===== src/rtl/weighted_score_cache_replacement_top_macros.svh =====
// Assertion macros for the weighted-score replacement block.
// Included by the modules that check their own control logic; no dependencies.
`ifndef WEIGHTED_SCORE_CACHE_REPLACEMENT_TOP_MACROS_SVH
`define WEIGHTED_SCORE_CACHE_REPLACEMENT_TOP_MACROS_SVH
`ifndef SYNTHESIS
`define WSCR_ASSERT(lbl, clk, rst_n, prop, msg) \
  lbl: assert property (@(posedge clk) disable iff (!rst_n) prop) else $error(msg);
`define WSCR_ASSERT_NEVER(lbl, clk, rst_n, cond, msg) \
  lbl: assert property (@(posedge clk) disable iff (!rst_n) !(cond)) else $error(msg);
`else
`define WSCR_ASSERT(lbl, clk, rst_n, prop, msg)
`define WSCR_ASSERT_NEVER(lbl, clk, rst_n, cond, msg)
`endif
`endif


===== src/rtl/wscr_fifo.sv =====
// Small first-in first-out queue built from flip-flops.
// No dependencies.
`timescale 1ns / 1ps

module wscr_fifo #(
  parameter int W     = 8,
  parameter int DEPTH = 2
) (
  input  logic         clk,
  input  logic         rst_n,
  input  logic         push,
  input  logic [W-1:0] push_data,
  output logic         full,
  input  logic         pop,
  output logic [W-1:0] pop_data,
  output logic         empty
);

  localparam int PW = (DEPTH > 1) ? $clog2(DEPTH) : 1;

  logic [W-1:0] store_r [DEPTH];
  logic [PW-1:0] wr_ptr_r;
  logic [PW-1:0] rd_ptr_r;
  logic [PW:0]   count_r;
  logic          do_push;
  logic          do_pop;

  assign full     = (count_r == (PW+1)'(DEPTH));
  assign empty    = (count_r == '0);
  assign do_push  = push && !full;
  assign do_pop   = pop && !empty;
  assign pop_data = store_r[rd_ptr_r];

  always_ff @(posedge clk) begin
    if (do_push) begin
      store_r[wr_ptr_r] <= push_data;
    end
  end

  always_ff @(posedge clk) begin
    if (!rst_n) begin
      wr_ptr_r <= '0;
      rd_ptr_r <= '0;
      count_r  <= '0;
    end else begin
      if (do_push) begin
        wr_ptr_r <= (wr_ptr_r == PW'(DEPTH - 1)) ? '0 : wr_ptr_r + 1'b1;
      end
      if (do_pop) begin
        rd_ptr_r <= (rd_ptr_r == PW'(DEPTH - 1)) ? '0 : rd_ptr_r + 1'b1;
      end
      if (do_push && !do_pop) begin
        count_r <= count_r + 1'b1;
      end else if (do_pop && !do_push) begin
        count_r <= count_r - 1'b1;
      end
    end
  end

endmodule


===== config.mk =====
export PLATFORM = sky130hd
export DESIGN_NAME = wscr_fifo
export DESIGN_NICKNAME = d
export VERILOG_FILES = /design/src/rtl/weighted_score_cache_replacement_top_macros.svh /design/src/rtl/wscr_fifo.sv
export SDC_FILE = /design/constraint.sdc
export NUM_CORES = 1
export LEC_CHECK = 0
export BUFFER_PORTS_ARGS = -buffer_cell sky130_fd_sc_hd__buf_4
export CAP_MARGIN = 0
export CORE_MARGIN = 10
export CORE_UTILIZATION = 47
export CTS_CLUSTER_SIZE = 14
export DETAILED_ROUTE_END_ITERATION = 6
export PLACE_DENSITY = 0.72
export SYNTH_ARGS = -nofsm -noshare
export SYNTH_HDL_FRONTEND = slang
export SYNTH_SLANG_ARGS = --single-unit

===== constraint.sdc =====
create_clock -name clk -period 1.8 [get_ports clk]
set_input_delay 0.36 -clock clk [delete_from_list [all_inputs] [get_ports clk]]
set_output_delay 0.36 -clock clk [all_outputs]
set_load 0.01 [all_outputs]

==> run_results.csv, run 1 <==
group,metric,value,unit
route,average_via_count_per_standard_cell,5.130,
cts,clock_network_latency_to_the_later_pin_of_the_worst_skew_pair,0.29,ns
cts,tritoncts,"built",
grt,grt_antenna_before_repair,0,
placement,gp_congestion,0.6926,
finish,synthToLayoutAreaGrowth,26.43,%
setup_path,critical_path.max_fanout,8,
route,antenna_violating_nets_remaining,0,
setup_path,start_kind,"flop",
setup_path,timing.critical_path.to_type,"output port",
synthesis,synth.cell_area,809.5,sq um
sta,final_min_period_over_clock_period,94.58,%
route,detailroute.via_count,472,
finish,nNetsFinal,90,
sta,final_max_slew_viol_count,0,
die,die_width,61.50,um
worst_hold_path,whs_endpoint,"store_r[1][7]$_DFFE_PP_",
setup_path,worst_path_largest_cell_delay,0.53,ns
synthesis,proportion_of_netlist_area_held_by_the_largest_area_contributor,59.35,%
sta,final.min_clock_period,1.702,ns
die,die_area,3782,sq um
sta,achievable-frequency,587.4,MHz
cts,cts.reportedPaths.clkPinSlew,0.11,ns
placement,place.port_buffers,21,
pwr,total_power,1.372,mW
run_status,result_of_the_run,"completed",
route,drc,0,
cts,htree_levels,1,
finish,antenna_cells_inserted,0,
route,routed_wirelength,1348,um
setup_path,setup.worst_path.class,"flop to output port",
setup_path,slowest_stage,"dfxtp_1",
worst_hold_path,timing.hold.worst.class,"input pin to flop",
synthesis,synth-edff-count,16,
cts,post-cts-setup-buffers,0,
worst_hold_path,worstHoldPathCells,1,
grt,grt_first_pass_wirelength,2152,um
finish,final_cells,92,
setup_path,timing.critical_path.cells,"mux2_2, buf_4",
sta,worst_slew_pin_slew,0.3704,ns
sta,hold_violations,0,
synthesis,syn-num-nets,63,
setup_path,crit-reg2reg-capture,"count_r[1]$_SDFFE_PN0P_",
cts,clockBufferDepth,2,
synthesis,synth_top_flop_cell,"edfxtp_1",
sta,worst_clock_skew,0.005580,ns
sta,tns,0,ns
grt,pin_count_of_the_biggest_net_entering_global_routing,12,
worst_hold_path,hold_start,"push_data[7]",
setup_path,timing.reg2reg.worst_path_depth,6,
finish,fillers,124,
pwr,total_leakage_power,0.4068,nW
synthesis,ys_warn_count,0,
synthesis,synth-seq-area-share,71.72,%
route,drt_pre_antenna_iters,4,
synthesis,yosysUniqueCellTypes,20,
synthesis,avgSynthCellArea,16.19,sq um
cts,hold_buffers,0,
setup_path,setup.reg_to_reg.worst_slack,0.23,ns
setup_path,cp.required,1.44,ns
setup_path,cp.arrival,1.34,ns
route,post_drt_wl_per_cell,14.65,um
setup_path,worstReg2RegStart,"count_r[0]$_SDFFE_PN0P_",
die,floorplan.core_area,1559,sq um
placement,dpl.cell_count,88,
synthesis,synth_largest_area_cell,"edfxtp_1",
placement,dpl.hpwl,1108,um
die,start_util,51.93,%
synthesis,top_area_cells_in_the_synthesized_netlist,"edfxtp_1 59%, dfxtp_1 12%, mux2_2 11%",
route,drt_iter0_drc,1,
cts,number_of_buffers_inserted_during_clock_tree_synthesis,3,
flow_run,max_cap_viol_count,0,
cts,clock_sink_total,21,
synthesis,synth.ff_latch_count,21,
sta,max-slew-margin-rel,75.30,%
grt,grtUsageTotal,8.067,%
synthesis,post_synth_inst_count,50,
die,boundary_pin_count,22,
grt,grt.overflow.total,0,
grt,number_of_global_route_vias_before_repair,500,
finish,fraction_of_final_layout_cells_with_drive_strength_greater_than_1,47.37,%
pwr,power_density,1340,nW/um^2
die,num_rows,14,
sta,setup_viol,0,
cts,cts-root-buf,"clkbuf_4",
sta,unrepaired_setup_endpoints_after_global_routing,"no",
synthesis,ys_async_sr_fraction,0,%
pwr,vdd_drop_max,0.9211,mV
cts,ctsResizeCount,0,
die,die_h,61.50,um
flip-flops by register name, indices dropped and copies added (netlist names), named ones only:
register and cells:
store_r 16, count_r 2, rd_ptr_r 1, wr_ptr_r 1
worst max-delay path by stage:
stage                                       start                      end  slack, ns  depth (start not counted)
after global placement    count_r[0]$_SDFFE_PN0P_  count_r[1]$_SDFFE_PN0P_       0.31                          6
after floorplan           count_r[0]$_SDFFE_PN0P_  count_r[1]$_SDFFE_PN0P_       0.33                          6
after CTS                                    flop              pop_data[1]       0.05                          2
after detailed placement  count_r[0]$_SDFFE_PN0P_  count_r[1]$_SDFFE_PN0P_       0.25                          6
final                                        flop              pop_data[7]        0.1                          2
after global routing                         flop              pop_data[7]      0.002                          2
cell usage after synthesis (2+ instances only):
library cell,n
edfxtp_1,16
mux2_2,8
dfxtp_1,5
and2_1,3
nor2_1,2
xnor2_1,2
where the power goes:
group / switching [mW] / internal [mW]
registers: 0.0623 / 0.618
logic: 0.204 / 0.274
clock network: 0.127 / 0.0862
worst max-delay path: cells and delay by family (launching register included):
family / cells / cell delay (ns)
flip-flops: 1 / 0.53
buffers and inverters: 1 / 0.14
multiplexers: 1 / 0.38
metrics by stage:
step	cell area, sq um	utilization (%)	hold WS (ns)	worst slack [ns]
floorplan	809.5	-	0.4589	0.3290
global placement	997.2	63.96	0.5088	0.3070
detailed placement	997.2	63.96	0.5081	0.2469
CTS	1023	65.65	0.2354	0.05430
global route	1023	65.65	0.2172	0.001593
finish	1023	65.65	0.2400	0.09764
per-layer routing:
metal  share of wire [%]  GRT usage [%]
met1                  35          7.376
met2                  50          12.45
met3                  11          4.527
met4                 3.4          7.643
met5                   0              0
cell families (layout without fill, tap and decap cells):
| kind of cell | after synthesis | count (layout) | synth area share [%] |
|---|---|---|---|
| simple gates | 9 | 9 | 6.803 |
| buf+inv | 3 | 29 | 1.544 |
| xor+xnor | 3 | 3 | 3.246 |
| fa+ha+maj | 1 | 1 | 1.545 |
| compound gates | 5 | 5 | 4.018 |
| mux | 8 | 8 | 11.13 |
| flops | 21 | 21 | 71.72 |
cell usage in the layout (no fill, tap or decap), drive strengths merged:
master	instances
and2	3
o21ai	2
and3	1
edfxtp	16
inv	2
nand2b	1
dfxtp	5
a21boi	2
buf	23
nor2	2
xnor2	2
xor2	1
mux2	8
clkbuf	4
ha	1
nor3	1
o21a	1
or3	1
area by class of cell:
class / instances / area, sq um / share of cell area (%)
timing repair buffer: 23 / 172.7 / 16.87
sequential: 21 / 580.6 / 56.72
multi-input combinational: 26 / 216.5 / 21.15
clock buffer: 4 / 26.28 / 2.567
inverter: 2 / 7.507 / 0.7335
tap: 16 / 20.02 / 1.956
(Power assumes the default switching activity.)
==> inputs of run 2 (changes only) <==
--- a/config.mk
+++ b/config.mk
@@ -8,10 +8,10 @@
 export BUFFER_PORTS_ARGS = -buffer_cell sky130_fd_sc_hd__buf_4
 export CAP_MARGIN = 0
 export CORE_MARGIN = 10
-export CORE_UTILIZATION = 47
+export CORE_UTILIZATION = 49
 export CTS_CLUSTER_SIZE = 14
 export DETAILED_ROUTE_END_ITERATION = 6
-export PLACE_DENSITY = 0.72
+export PLACE_DENSITY = 0.77
 export SYNTH_ARGS = -nofsm -noshare
 export SYNTH_HDL_FRONTEND = slang
 export SYNTH_SLANG_ARGS = --single-unit
==> constraint.sdc (replaced) <==
create_clock -name clk -period 1.8 [get_ports clk]
set_input_delay 0.18 -clock clk [delete_from_list [all_inputs] [get_ports clk]]
set_output_delay 0.18 -clock clk [all_outputs]
set_load 0.01 [all_outputs]
==> run 2 against run 1 <==
Net effect:
- combinational power shrank 2%
- first-iteration DRC count rose to 18 times the previous value
- worst hold slack got worse by 0.18 ns
- global-route usage increased by 0.74 points
- maximum frequency rose by 8.8%
- critical path depth did not move
- clock-buffer cell count did not move
==> run_results.csv, run 2 (synthesis gave the netlist of run 1 again) <==
group,metric,value,unit
setup_path,worst_path_largest_cell_delay,0.56,ns
grt,grt_first_pass_wirelength,2339,um
route,routed_wirelength,1410,um
setup_path,setup.worst_path.class,"flop to output port",
setup_path,slowest_stage,"dfxtp_1",
die,die_area,3678,sq um
setup_path,cp.buffers_inverters,1,
sta,max-slew-margin-rel,73.76,%
die,die_width,60.65,um
setup_path,timing.critical_path.to_type,"output port",
sta,worst_clock_skew,0.001556,ns
grt,number_of_global_route_vias_before_repair,521,
pwr,total_leakage_power,0.4018,nW
route,detailroute.via_count,467,
finish,most_common_library_cell_in_the_layout_ignoring_fill_and_taps,"buf_4",
grt,grtUsageTotal,8.802,%
cts,clockBufferDepth,2,
pwr,power_frac_clock,15.6,%
route,post_drt_wl_per_cell,15.49,um
setup_path,critical_path.max_fanout,8,
finish,register_with_the_most_flip_flops,"store_r",
pwr,internal-power,0.9711,mW
worst_hold_path,timing.hold.worst.class,"input pin to flop",
sta,final.min_clock_period,1.565,ns
cts,clock_sink_total,21,
finish,fraction_of_final_layout_cells_with_drive_strength_greater_than_1,46.67,%
pwr,power.net_switching,0.3955,mW
cts,cts.reportedPaths.clkPinSlew,0.11,ns
setup_path,critical_path_depth,2,
setup_path,timing.critical_path.cells,"mux2_2, buf_4",
sta,achievable-frequency,638.9,MHz
die,num_rows,14,
flow_run,max_cap_viol_count,0,
pwr,total_power,1.367,mW
die,start_util,52.52,%
pwr,power_frac_comb,34.3,%
finish,synthToLayoutAreaGrowth,25.50,%
cts,hold_buffers,0,
die,die_h,60.65,um
grt,grt.overflow.total,0,
sta,tns,0,ns
cts,cts-root-buf,"clkbuf_4",
sta,final_max_slew_viol_count,0,
route,average_via_count_per_standard_cell,5.132,
cts,tritoncts,"built",
finish,largest_register_ff_count,16,
finish,antenna_cells_inserted,0,
route,drt_iter0_drc,18,
placement,dpl.hpwl,1059,um
run_status,result_of_the_run,"completed",
setup_path,path_delay_family,"flip-flops",
pwr,power_density,1345,nW/um^2
sta,worst_slew_pin_slew,0.3937,ns
grt,pin_count_of_the_biggest_net_entering_global_routing,12,
route,drt_pre_antenna_iters,4,
cts,ctsResizeCount,0,
setup_path,cp.arrival,1.39,ns
placement,place.port_buffers,21,
sta,final_min_period_over_clock_period,86.95,%
finish,nNetsFinal,89,
setup_path,timing.reg2reg.worst_path_depth,6,
sta,hold_violations,0,
cts,htree_levels,1,
worst_hold_path,worstHoldPathCells,1,
sta,unrepaired_setup_endpoints_after_global_routing,"no",
grt,grt_antenna_before_repair,0,
finish,largest_registers,"store_r: 16 flops, count_r: 2 flops",
cts,post-cts-setup-buffers,0,
setup_path,cp.required,1.62,ns
pwr,share_seq_of_total_power,50.1,%
placement,gp_congestion,0.6822,
route,antenna_violating_nets_remaining,0,
cts,clock_network_latency_to_the_later_pin_of_the_worst_skew_pair,0.29,ns
route,drc,0,
pwr,vdd_drop_max,0.8003,mV
die,boundary_pin_count,22,
pwr,switching_share,28.94,%
die,floorplan.core_area,1541,sq um
setup_path,start_kind,"flop",
finish,layout_common_cells,"22 x buf_4, 16 x edfxtp_1, 8 x mux2_2",
cts,number_of_buffers_inserted_during_clock_tree_synthesis,3,
sta,setup_viol,0,
[run 2: changes by cell type in the layout (fill, tap and decap cells not counted)]
cell | previous run | this run
buf_4 | 23 | 22
[run 2: final timing paths]
kind | slack, ns | start | end
worst max register to register | 0.24 | count_r[0]$_SDFFE_PN0P_ | count_r[1]$_SDFFE_PN0P_
worst min register to register | 0.54 | count_r[1]$_SDFFE_PN0P_ | count_r[1]$_SDFFE_PN0P_
worst max-delay path | 0.23 | flop | pop_data[0]
worst min-delay path | 0.06 | push_data[1] | store_r[1][1]$_DFFE_PP_
[run 2: final cells by class]
class	count	area, sq um
Fill cell	123	525.5
Inverter	2	7.507
Timing Repair Buffer	22	165.2
Tap cell	16	20.02
Sequential cell	21	580.6
Clock buffer	4	26.28
Multi-Input combinational cell	26	216.5
[run 2: per-stage QoR]
| stage | util [%] | area (sq um) | setup WS [ns] | hold WS (ns) | std cells |
|---|---|---|---|---|---|
| finish | 65.91 | 1016 | 0.2349 | 0.06477 | 91 |
| global route | 65.91 | 1016 | 0.1074 | 0.03564 | 91 |
| floorplan | - | 809.5 | 0.3290 | 0.2789 | 50 |
| detailed placement | 64.20 | 989.7 | 0.2492 | 0.3692 | 87 |
| global placement | 64.20 | 989.7 | 0.3154 | 0.3649 | 87 |
| CTS | 65.91 | 1016 | 0.1987 | 0.05471 | 91 |
[run 2: layer usage]
layer  wire length, um  up-vias  part of all wire (%)  track usage [%]
met3               138        2                   9.8            5.010
met5                 0        -                     0                0
met1               595      221                    42            9.530
met2               666       13                    47            12.95
li1                  -      231                     -                -
met4                 9        0                  0.64            5.643
[run 2: power by group through the flow]
stage	logic [mW]	clock network (mW)	registers (mW)
2_1_floorplan	0.307	0	0.661
3_3_place_gp	0.467	0	0.691
3_5_place_dp	0.477	0	0.695
4_1_cts	0.479	0.224	0.686
5_1_grt	0.521	0.247	0.701
6_report	0.469	0.213	0.684
[run 2: worst reg2reg max path, cell delays in order, from the launching register on]
cell	delay, ns
dfxtp_1	0.43
nand2b_1	0.18
inv_2	0.06
nor2_1	0.09
ha_1	0.26
or3_1	0.35
a21boi_1	0.14
