[config.mk]
export PLATFORM = sky130hd
export DESIGN_NAME = wscr_front
export DESIGN_NICKNAME = d
export VERILOG_FILES = /design/src/rtl/weighted_score_cache_replacement_top_macros.svh /design/src/rtl/wscr_pkg.sv /design/src/rtl/wscr_front.sv
export SDC_FILE = /design/constraint.sdc
export NUM_CORES = 1
export LEC_CHECK = 0
export BUFFER_PORTS_ARGS = -buffer_cell sky130_fd_sc_hd__buf_2
export CORE_MARGIN = 4
export CORE_UTILIZATION = 38
export CTS_CLUSTER_SIZE = 40
export DETAILED_ROUTE_END_ITERATION = 10
export GPL_ROUTABILITY_DRIVEN = 0
export PLACE_DENSITY = 0.75
export SYNTH_ARGS = -nofsm -noshare
export SYNTH_HDL_FRONTEND = slang
export SYNTH_SLANG_ARGS = --single-unit
[constraint.sdc]
create_clock -name clk -period 2.3 [get_ports clk]
set_input_delay 0.115 -clock clk [delete_from_list [all_inputs] [get_ports clk]]
set_output_delay 0.115 -clock clk [all_outputs]
set_load 0.01 [all_outputs]
[src/rtl/weighted_score_cache_replacement_top_macros.svh]
// Assertion macros for the weighted-score replacement block.
// Included by the modules that check their own control logic; no dependencies.
`ifndef WEIGHTED_SCORE_CACHE_REPLACEMENT_TOP_MACROS_SVH
`define WEIGHTED_SCORE_CACHE_REPLACEMENT_TOP_MACROS_SVH
`ifndef SYNTHESIS
`define WSCR_ASSERT(lbl, clk, rst_n, prop, msg) \
  lbl: assert property (@(posedge clk) disable iff (!rst_n) prop) else $error(msg);
`define WSCR_ASSERT_NEVER(lbl, clk, rst_n, cond, msg) \
  lbl: assert property (@(posedge clk) disable iff (!rst_n) !(cond)) else $error(msg);
`else
`define WSCR_ASSERT(lbl, clk, rst_n, prop, msg)
`define WSCR_ASSERT_NEVER(lbl, clk, rst_n, cond, msg)
`endif
`endif

[src/rtl/wscr_pkg.sv]
// Shared types and constants of the weighted-score replacement block.
// No dependencies; used by the front end, the back end and the top level.
`timescale 1ns / 1ps

package wscr_pkg;

  typedef enum logic [1:0] {
    OP_QUERY = 2'd0,
    OP_HIT   = 2'd1,
    OP_FILL  = 2'd2,
    OP_COUNT = 2'd3
  } op_t;

  localparam int OP_W = 2;

  localparam logic CFG_PHASE_SPAN   = 1'b0;
  localparam logic CFG_DECAY_PERIOD = 1'b1;

  localparam logic [31:0] PHASE_SPAN_RST   = 32'd100000;
  localparam logic [15:0] DECAY_PERIOD_RST = 16'd1000;

  localparam logic [3:0]  W_AGE         = 4'd10;
  localparam logic [3:0]  W_USE         = 4'd15;
  localparam logic [5:0]  W_REUSE       = 6'd38;
  localparam logic [13:0] PHASE_PENALTY = 14'd10000;

  localparam int SET_IN_W = 11;
  localparam int WAY_IN_W = 4;
  localparam int VICTIM_W = 4;

  typedef struct packed {
    logic clearing;
  } back_stat_t;

endpackage

[src/rtl/wscr_front.sv]
// Front end: accepts input transfers, classifies them and reduces the set index.
// Depends on wscr_pkg.
`timescale 1ns / 1ps

module wscr_front #(
  parameter int SETS = 2048,
  parameter int WAYS = 16,
  parameter int SET_W = 11,
  parameter int WAY_W = 4,
  parameter int CMD_W = 17
) (
  input  logic                                clk,
  input  logic                                rst_n,
  input  logic                                in_push,
  output logic                                in_full,
  input  logic                                in_func,
  input  logic [wscr_pkg::SET_IN_W-1:0]       in_set_index,
  input  logic [wscr_pkg::WAY_IN_W-1:0]       in_way_index,
  input  logic                                in_hit,
  input  wscr_pkg::back_stat_t                stat,
  input  logic                                q_full,
  output logic                                q_push,
  output logic [CMD_W-1:0]                    q_data
);

  localparam int SI_W  = wscr_pkg::SET_IN_W;
  localparam int MOD_K = 22;
  localparam int RC_W  = MOD_K + 1;
  localparam int PR_W  = SI_W + RC_W;
  localparam int RM_W  = 28;
  localparam logic [RC_W-1:0] MOD_RECIP = RC_W'((64'd1 << MOD_K) / SETS);

  logic                 fv_r;
  wscr_pkg::op_t        f_op_r;
  logic [SI_W-1:0]      f_set_r;
  logic [SI_W-1:0]      f_quo_r;
  logic [WAY_W-1:0]     f_way_r;
  logic                 accept;
  logic                 way_ok;
  logic [PR_W-1:0]      quo_prod;
  logic [RM_W-1:0]      rem0;
  logic [RM_W-1:0]      rem;
  wscr_pkg::op_t        op_nxt;

  assign in_full  = stat.clearing || (fv_r && q_full);
  assign accept   = in_push && !in_full;
  assign q_push   = fv_r && !q_full;
  assign way_ok   = ({2'b00, in_way_index} < 6'(WAYS));
  assign quo_prod = PR_W'(in_set_index) * PR_W'(MOD_RECIP);

  always_comb begin
    if (!in_func) begin
      op_nxt = wscr_pkg::OP_QUERY;
    end else if (!way_ok) begin
      op_nxt = wscr_pkg::OP_COUNT;
    end else if (in_hit) begin
      op_nxt = wscr_pkg::OP_HIT;
    end else begin
      op_nxt = wscr_pkg::OP_FILL;
    end
  end

  always_comb begin
    rem0 = RM_W'(f_set_r) - RM_W'(f_quo_r) * RM_W'(SETS);
    if (rem0 >= RM_W'(SETS)) begin
      rem = rem0 - RM_W'(SETS);
    end else begin
      rem = rem0;
    end
  end

  assign q_data = {f_op_r, rem[SET_W-1:0], f_way_r};

  always_ff @(posedge clk) begin
    if (accept) begin
      f_op_r  <= op_nxt;
      f_set_r <= in_set_index;
      f_quo_r <= SI_W'(quo_prod >> MOD_K);
      f_way_r <= WAY_W'(in_way_index);
    end
  end

  always_ff @(posedge clk) begin
    if (!rst_n) begin
      fv_r <= 1'b0;
    end else if (accept) begin
      fv_r <= 1'b1;
    end else if (q_push) begin
      fv_r <= 1'b0;
    end
  end

endmodule

==> impl_metrics.ini, run 1 <==
[status]
run_status = finished clean

[clock_tree]
cts-resized-gates = 0
clock-sinks = 18
cts_hold_buf = 12
cts_made_buffers = 3
post_cts.repair.setup_buffers = 0
tritoncts = built
clock_tree.buffer_depth = 2
htree_num_levels = 1
cts.root.buffer_cell = sky130_fd_sc_hd__clkbuf_4
path_clk_slew_ps = 90
clkLatencyLatePin_ps = 280

[layout]
num-nets-final = 109
finalNonFillerCells = 101
mostFrequentLayoutCells = sky130_fd_sc_hd__buf_2 (40), sky130_fd_sc_hd__edfxtp_1 (17), sky130_fd_sc_hd__dlygate4sd3_1 (15)
finish.utilization_pct = 71.76
filler_cell_count = 100
post_route_cells_drive_above_1_share_pct = 53.49
final_common_cell = sky130_fd_sc_hd__buf_2
antenna_cells = 0
syn_to_final_growth_pct = 68.37

[power_and_ir_drop]
switching_share_pct = 19.84
power.sequential.fraction_pct = 62.4
power_density_nw_per_um2 = 610.6
p_int_w = 0.0004856
pwr-share-comb_pct = 11.9
total_switching_power_w = 0.0001202
clock_power_share_pct = 25.7
leakagePower_nw = 0.4337
ir_drop_uv = 356.1

[yosys]
synthesis.instances = 26
post-synth-top-area-cell = sky130_fd_sc_hd__edfxtp_1
syn_avg_cell_area_um2 = 22.67
net_count_synth = 48
synth.area.top_cells = sky130_fd_sc_hd__edfxtp_1 (87%), sky130_fd_sc_hd__dfxtp_1 (3.4%), sky130_fd_sc_hd__nand2b_4 (2.3%)
syn_area_um2 = 589.3
synthDominantCellAreaShare_pct = 86.62
synth-warning-count = 0
synth.distinct_cells = 9
ys_ff_latch = 18
ys_seq_area_share_pct = 90.02

[global_route]
grt_overflow = 0
grt_pass1_wl_mm = 1.697
grt_max_degree = 18
gr-usage-all-layers_pct = 11.29
antenna_found_initial = 0
via_count_of_the_first_global_routing_pass = 428

[worst_setup_path]
endpoint_kind = primary output
setup.worst_path.start_class = register
crit_arrival_ps = 910
slowest_delay_ps = 350
slowest_stage = sky130_fd_sc_hd__dfxtp_1
worst-setup-path-type = register to primary output
crit_start = fv_r
cp_data_required_time_ps = 2180
highest_fanout_seen_on_the_critical_path = 3
crit-reg2reg-launch = fv_r
crit_path_cell_trace = nand2_1 -> nand2b_1 -> buf_2

[die]
floorplan.initialDensity_pct = 42.62
die_height_um = 47.38
die_width_um = 47.38
row_count = 13
core_region_area_um2 = 1383
die_area_um2 = 2245
io-pin-count = 41

[sta]
finalWorstSetupSlack_ps = 1277
post-route-period-util_pct = 44.49
final.min_clock_period_ps = 1023
max-slew-margin-rel_pct = 85.93
hold_slack_ps = 67.36
final-max-slew-violation-count = 0
totalNegativeSetupSlack_ps = 0
timing_hold_violations_final = 0
finalSetupViolations = 0
worstMarginPinSlew_ps = 211.0
rsz_0062_raised_after_global_routing = false
max_clock_freq_mhz = 977.3
worst_clock_skew_ps = 5.313

[run]
max_cap_violations = 0

[routing]
routed_wl_mm = 1.188
detail_route.wl_per_cell_um = 11.76
detailed_route_iter0_violations = 2
route.vias.total = 435
drt_pass1_iterations = 2
routed_antenna_nets = 0
remaining_drc_errors = 0
avgViaCountPerCell = 4.307

[hold_path]
holdCritPathClass = input port to register
holdCritStartpoint = rst_n

[placed_design]
cell_count_post_placement = 82
number_of_input_and_output_port_buffers_inserted = 40
dp_slack_ps = 1250
[worst paths after layout]
| path | endpoint | slack (ps) | cells past startpoint |
|---|---|---|---|
| max | in_full | 1280 | 3 |
| min | fv_r | 70 | 2 |
| max reg2reg | f_set_r[9] | 1290 | 2 |
| min reg2reg | fv_r | 510 | 2 |
[worst max-delay path, delay by kind of cell, from the launching register on]
family	cells	cell delay, ps
flops	1	350
simple gates	2	160
buf+inv	1	120
[cell families after synthesis]
logic type / share of synthesized area [%]
DFF: 90.02
and+or+nand+nor: 7.219
AOI/OAI and AO/OA: 2.759
[sequential cells by signal, summed over array words and instances (netlist names)]
signal and cells:
f_op_r 2, f_way_r 4, fv_r 1, f_set_r 11
[power by group through the flow]
| stage | combinational, W | sequential (W) | clock (W) |
|---|---|---|---|
| 5_1_grt | 0.0000798 | 0.000379 | 0.000178 |
| 4_1_cts | 0.0000690 | 0.000378 | 0.000162 |
| 3_5_place_dp | 0.0000537 | 0.000386 | 0 |
| 3_3_place_gp | 0.0000524 | 0.000385 | 0 |
| 2_1_floorplan | 0.0000116 | 0.000394 | 0 |
| 6_report | 0.0000723 | 0.000378 | 0.000156 |
[cells in the mapped netlist]
| cell type | n |
|---|---|
| sky130_fd_sc_hd__a21boi_2 | 1 |
| sky130_fd_sc_hd__nand2_1 | 1 |
| sky130_fd_sc_hd__edfxtp_1 | 17 |
| sky130_fd_sc_hd__nor2b_1 | 2 |
| sky130_fd_sc_hd__nand2b_4 | 1 |
| sky130_fd_sc_hd__a21oi_1 | 1 |
| sky130_fd_sc_hd__nand2b_1 | 1 |
| sky130_fd_sc_hd__and2_1 | 1 |
| sky130_fd_sc_hd__dfxtp_1 | 1 |
[routing by layer]
layer | wire, um | part of all wire (%) | track usage, % | up-vias
li1 | - | - | - | 217
met1 | 423 | 36 | 10.95 | 195
met2 | 659 | 55 | 21.39 | 23
met3 | 105 | 8.8 | 3.448 | 0
met4 | 0 | 0 | 4.972 | 0
met5 | 0 | 0 | 0 | -
[layout make-up]
class	count	area [um2]	share of cell area, %
repair buffers	56	357.8	36.07
clock buffers	4	26.28	2.648
flip-flops and latches	18	530.5	53.47
well taps	15	18.77	1.892
multi-input cells	8	58.81	5.927
[metrics by stage]
stage	total power, W	area [um2]
finish	0.0006059	992.2
global route	0.0006371	992.2
CTS	0.0006086	962.2
detailed placement	0.0004392	815.8
global placement	0.0004377	815.8
floorplan	0.0004054	589.3
(Power assumes the default switching activity.)
==> run 2: changes to the inputs <==
clock period = 1 ns   (was 2.3 ns; I/O delays follow)
==> run 2 against run 1 <==
Largest cell class unchanged. Utilization up 2.9 points. First-iteration DRC count up 100%. Flip-flop and latch count unchanged. Non-clock buffer count up 1. Register-to-register slack worse by 1200 ps. Cell count up 0.99%. Worst hold slack worse by 30 ps.
==> impl_metrics.ini, run 2 (synthesized netlist as in run 1, its figures left out) <==
[routing]
met3_wirelength_um = 146
detailed_route_iter0_violations = 4
remaining_drc_errors = 0
top_layer_used = met4
routed_wl_mm = 1.240
routed_antenna_nets = 0
route.vias.total = 455
drt_pass1_iterations = 2
avgViaCountPerCell = 4.461
wl_met1_um = 417
met2_length_um = 670
detail_route.wl_per_cell_um = 12.16

[sta]
timing_hold_violations_final = 0
final.min_clock_period_ps = 952.9
worst_clock_skew_ps = 4.464
rsz_0062_raised_after_global_routing = true
max-slew-margin-rel_pct = 91.52
finalSetupViolations = 0
max_clock_freq_mhz = 1049
post-route-period-util_pct = 95.29
final-max-slew-violation-count = 0
finalWorstSetupSlack_ps = 47.10
worstMarginPinSlew_ps = 126.9

[clock_tree]
tritoncts = built
htree_num_levels = 1
cts.root.buffer_cell = sky130_fd_sc_hd__clkbuf_4
clkLatencyLatePin_ps = 280
post_cts.repair.setup_buffers = 0
clock-sinks = 18
path_clk_slew_ps = 90
cts_made_buffers = 3
clock_tree.buffer_depth = 2

[worst_setup_path]
crit_arrival_ps = 900
setup.worst_path.start_class = register
endpoint_kind = primary output
cp_data_required_time_ps = 950
worst-r2r-cell-count = 2
worst-setup-path-type = register to primary output
highest_fanout_seen_on_the_critical_path = 3

[power_and_ir_drop]
clock_power_share_pct = 24.9
p_int_w = 0.001116
pwr-share-comb_pct = 13.0
power.sequential.fraction_pct = 62.1
ir_drop_uv = 863.3
leakagePower_nw = 0.4445
fin_total_pwr_w = 0.001401
power_density_nw_per_um2 = 1357
switching_share_pct = 20.31
total_switching_power_w = 0.0002844

[global_route]
via_count_of_the_first_global_routing_pass = 452
gr-usage-all-layers_pct = 12.93
antenna_found_initial = 0
grt_overflow = 0
grt_pass1_wl_mm = 1.897
grt_max_degree = 18

[die]
die_area_um2 = 2245
io-pin-count = 41
die_height_um = 47.38
die_width_um = 47.38
floorplan.initialDensity_pct = 42.62
row_count = 13
core_region_area_um2 = 1383

[layout]
number_of_flip_flops_under_the_largest_register_name = 11
layout_top_registers = f_set_r (11), f_way_r (4), f_op_r (2)
finish.utilization_pct = 74.66
post_route_cells_drive_above_1_share_pct = 56.32
final_common_cell = sky130_fd_sc_hd__buf_2
antenna_cells = 0
num-nets-final = 110
syn_to_final_growth_pct = 75.16
mostFrequentLayoutCells = sky130_fd_sc_hd__buf_2 (40), sky130_fd_sc_hd__edfxtp_1 (17), sky130_fd_sc_hd__dlygate4sd3_1 (16)
filler_cell_count = 89
top_register = f_set_r

[run]
max_cap_violations = 0

[hold_path]
min_path_cells = 3
holdCritPathClass = input port to register

[placed_design]
dp_slack_ps = 78.26
number_of_input_and_output_port_buffers_inserted = 40

[status]
run_status = finished clean
==> run 2: per-layer routing <==
layer | vias to the layer above | GRT usage (%)
met2 | 27 | 22.73
li1 | 220 | -
met3 | 2 | 3.831
met4 | 0 | 8.287
met5 | - | 0
met1 | 206 | 13.11
==> run 2: layout make-up <==
cell class | count | area, um2 | share of cell area [%]
flip-flops and latches | 18 | 534.3 | 51.76
multi-input cells | 8 | 72.57 | 7.030
clock buffers | 3 | 22.52 | 2.182
well taps | 15 | 18.77 | 1.818
repair buffers | 57 | 380.4 | 36.85
clock inverters | 1 | 3.754 | 0.3636
==> run 2: stage by stage <==
step           std cells  setup TNS [ps]  instance area [um2]  hold WS, ps
2_1_floorplan         26          -605.6                601.8        146.4
3_3_place_gp          82               0                840.8        228.3
3_5_place_dp          82               0                840.8        228.1
4_1_cts              102               0                 1027        23.06
5_1_grt              102          -33.76                 1032        6.327
6_report             102               0                 1032        37.63
==> run 2: path summary, 6_finish.rpt <==
path,from,endpoint,slack [ps]
worst max-delay path,fv_r,in_full,50
worst min-delay path,in_push,fv_r,40
worst max register to register,fv_r,f_way_r[2],50
worst min register to register,fv_r,fv_r,510
==> run 2: timing repair <==
action | 4_1_cts | 5_1_grt
endpoints found under the hold margin | 16 | 0
hold buffers | 16 | 0
endpoints found under the setup margin | 0 | 2
gates resized for setup | 0 | 2
==> run 2: power by group through the flow <==
stage / Sequential (W) / Clock, W / Combinational [W]
finish: 0.000870 / 0.000349 / 0.000182
detailed placement: 0.000889 / 0 / 0.000135
CTS: 0.000872 / 0.000367 / 0.000182
global route: 0.000874 / 0.000418 / 0.000199
global placement: 0.000888 / 0 / 0.000132
floorplan: 0.000907 / 0 / 0.0000294
==> run 2: critical path, stage by stage, from the launching register on <==
cell	delay, ps
sky130_fd_sc_hd__dfxtp_4	370
sky130_fd_sc_hd__nand2_2	70
sky130_fd_sc_hd__nand2b_1	50
sky130_fd_sc_hd__buf_2	130
==> run 3: changes to the inputs <==
==> constraint.sdc (replaced) <==
create_clock -name clk -period 1 [get_ports clk]
set_input_delay 0.2 -clock clk [delete_from_list [all_inputs] [get_ports clk]]
set_output_delay 0.2 -clock clk [all_outputs]
set_load 0.01 [all_outputs]
==> run 3 against run 2 <==
The run now ends with negative setup slack left. Via count decreased by 12%. Power is 2.6% higher. Sequential power is essentially flat. Non-clock buffer count shrank 14. Global-route usage shrank 2.3 points. Fmax fell by 12%. Critical endpoint is now q_push. Largest cell class unchanged.
==> impl_metrics.ini, run 3 (synthesized netlist as in run 1, its figures left out) <==
[worst_setup_path]
cp_data_required_time_ps = 800
crit_path_cell_trace = nor2b_1 -> buf_2
endpoint_kind = primary output
crit_arrival_ps = 880
slowest_delay_ps = 350
highest_fanout_seen_on_the_critical_path = 3
slowest_stage = sky130_fd_sc_hd__dfxtp_2
worst-setup-path-type = register to primary output
setup.worst_path.start_class = register

[clock_tree]
clock-sinks = 18
cts_made_buffers = 3
tritoncts = built
path_clk_slew_ps = 90
htree_num_levels = 1
clock_tree.buffer_depth = 2
cts.root.buffer_cell = sky130_fd_sc_hd__clkbuf_4
clkLatencyLatePin_ps = 280

[power_and_ir_drop]
clock_power_share_pct = 29.7
ir_drop_uv = 764.7
power_density_nw_per_um2 = 1606
total_switching_power_w = 0.0002779
power.sequential.fraction_pct = 60.6
pwr-share-comb_pct = 9.7
leakagePower_nw = 0.3927
p_int_w = 0.001159
switching_share_pct = 19.35

[layout]
number_of_flip_flops_under_the_largest_register_name = 11
antenna_cells = 0
postLayoutCellArea_um2 = 894.6
layout_top_registers = f_set_r (11), f_way_r (4), f_op_r (2)
sequential_cell_area_um2 = 531.8
syn_to_final_growth_pct = 51.80
mostFrequentLayoutCells = sky130_fd_sc_hd__buf_2 (40), sky130_fd_sc_hd__edfxtp_1 (17), sky130_fd_sc_hd__clkbuf_4 (3)
filler_cell_count = 97
finish.utilization_pct = 64.71
num-nets-final = 96
post_route_cells_drive_above_1_share_pct = 71.23
top_register = f_set_r
final_common_cell = sky130_fd_sc_hd__buf_2
multi_input_comb_area_um2 = 72.57

[routing]
detailed_route_iter0_violations = 9
wl_met1_um = 330
route.vias.total = 401
avgViaCountPerCell = 4.557
met2_length_um = 502
top_layer_used = met4
drt_pass1_iterations = 4
detail_route.wl_per_cell_um = 11.84
routed_wl_mm = 1.042
remaining_drc_errors = 0
met3_wirelength_um = 203
routed_antenna_nets = 0

[sta]
rsz_0062_raised_after_global_routing = true
worstMarginPinSlew_ps = 127.1
worst_clock_skew_ps = 1.109
timing_hold_violations_final = 0
hold_slack_ps = 83.63
max_clock_freq_mhz = 921.9
post-route-period-util_pct = 108.5
finalWorstSetupSlack_ps = -84.75
final.min_clock_period_ps = 1085
max-slew-margin-rel_pct = 91.51
final-max-slew-violation-count = 0
finalSetupViolations = 22

[die]
floorplan.initialDensity_pct = 42.62
die_height_um = 47.38
io-pin-count = 41
row_count = 13
die_area_um2 = 2245
die_width_um = 47.38
core_region_area_um2 = 1383

[placed_design]
placedInstanceArea_um2 = 848.3
number_of_input_and_output_port_buffers_inserted = 40

[global_route]
gr-usage-all-layers_pct = 10.66
grt_pass1_wl_mm = 1.573
via_count_of_the_first_global_routing_pass = 390
grt_max_degree = 18
antenna_found_initial = 0
grt_overflow = 0

[run]
max_cap_violations = 0

[hold_path]
holdCritPathClass = input port to register

[status]
run_status = finished, violations left
violations = negative setup slack
-- run 3: worst paths after layout --
check	start	to	slack, ps	cells after the start
max	fv_r	q_push	-80	2
min reg2reg	fv_r	fv_r	480	2
min	in_way_index[0]	f_way_r[0]	80	1
max reg2reg	fv_r	f_set_r[2]	-50	3
-- run 3: repair_timing --
item                       in CTS  in global routing
setup endpoints to repair      17                 36
gates cloned                    0                  0
resized for setup               1                  0
setup buffers                   1                  0
hold buffers                    0                  0
-- run 3: worst max-delay path, delay by kind of cell (launching register included) --
family	cells	cell delay, ps
buffers and inverters	1	130
DFF	1	350
and+or+nand+nor	1	120
-- run 3: cell type report --
cell class	instances	share of cell area (%)
Multi-Input combinational cell	8	8.112
Sequential cell	18	59.44
Clock buffer	4	4.056
Tap cell	15	2.098
Timing Repair Buffer	43	26.29
-- run 3: routing by layer --
metal  vias to the layer above  track usage, %
met1                       179           10.22
met5                         -               0
met2                        29           17.91
met4                         0           6.630
li1                        191               -
met3                         2           5.364
-- run 3: through the flow --
| step | power (W) | setup slack (ps) | setup TNS, ps | cells |
|---|---|---|---|---|
| 2_1_floorplan | 0.0009360 | -44.26 | -752.4 | 26 |
| 4_1_cts | 0.001459 | -97.97 | -1213 | 88 |
| 5_1_grt | 0.001513 | -144.6 | -2677 | 88 |
| 6_report | 0.001437 | -84.75 | -967.4 | 88 |
| 3_3_place_gp | 0.001024 | -30.62 | -516.5 | 83 |
| 3_5_place_dp | 0.001026 | -41.72 | -705.1 | 83 |
-- run 3: power by group through the flow --
stage                     Clock, W  Sequential, W  Combinational (W)
after floorplan                  0       0.000907          0.0000294
after global placement           0       0.000889           0.000135
after detailed placement         0       0.000888           0.000138
after CTS                 0.000446       0.000871           0.000142
after global routing      0.000485       0.000874           0.000154
final                     0.000427       0.000870           0.000139
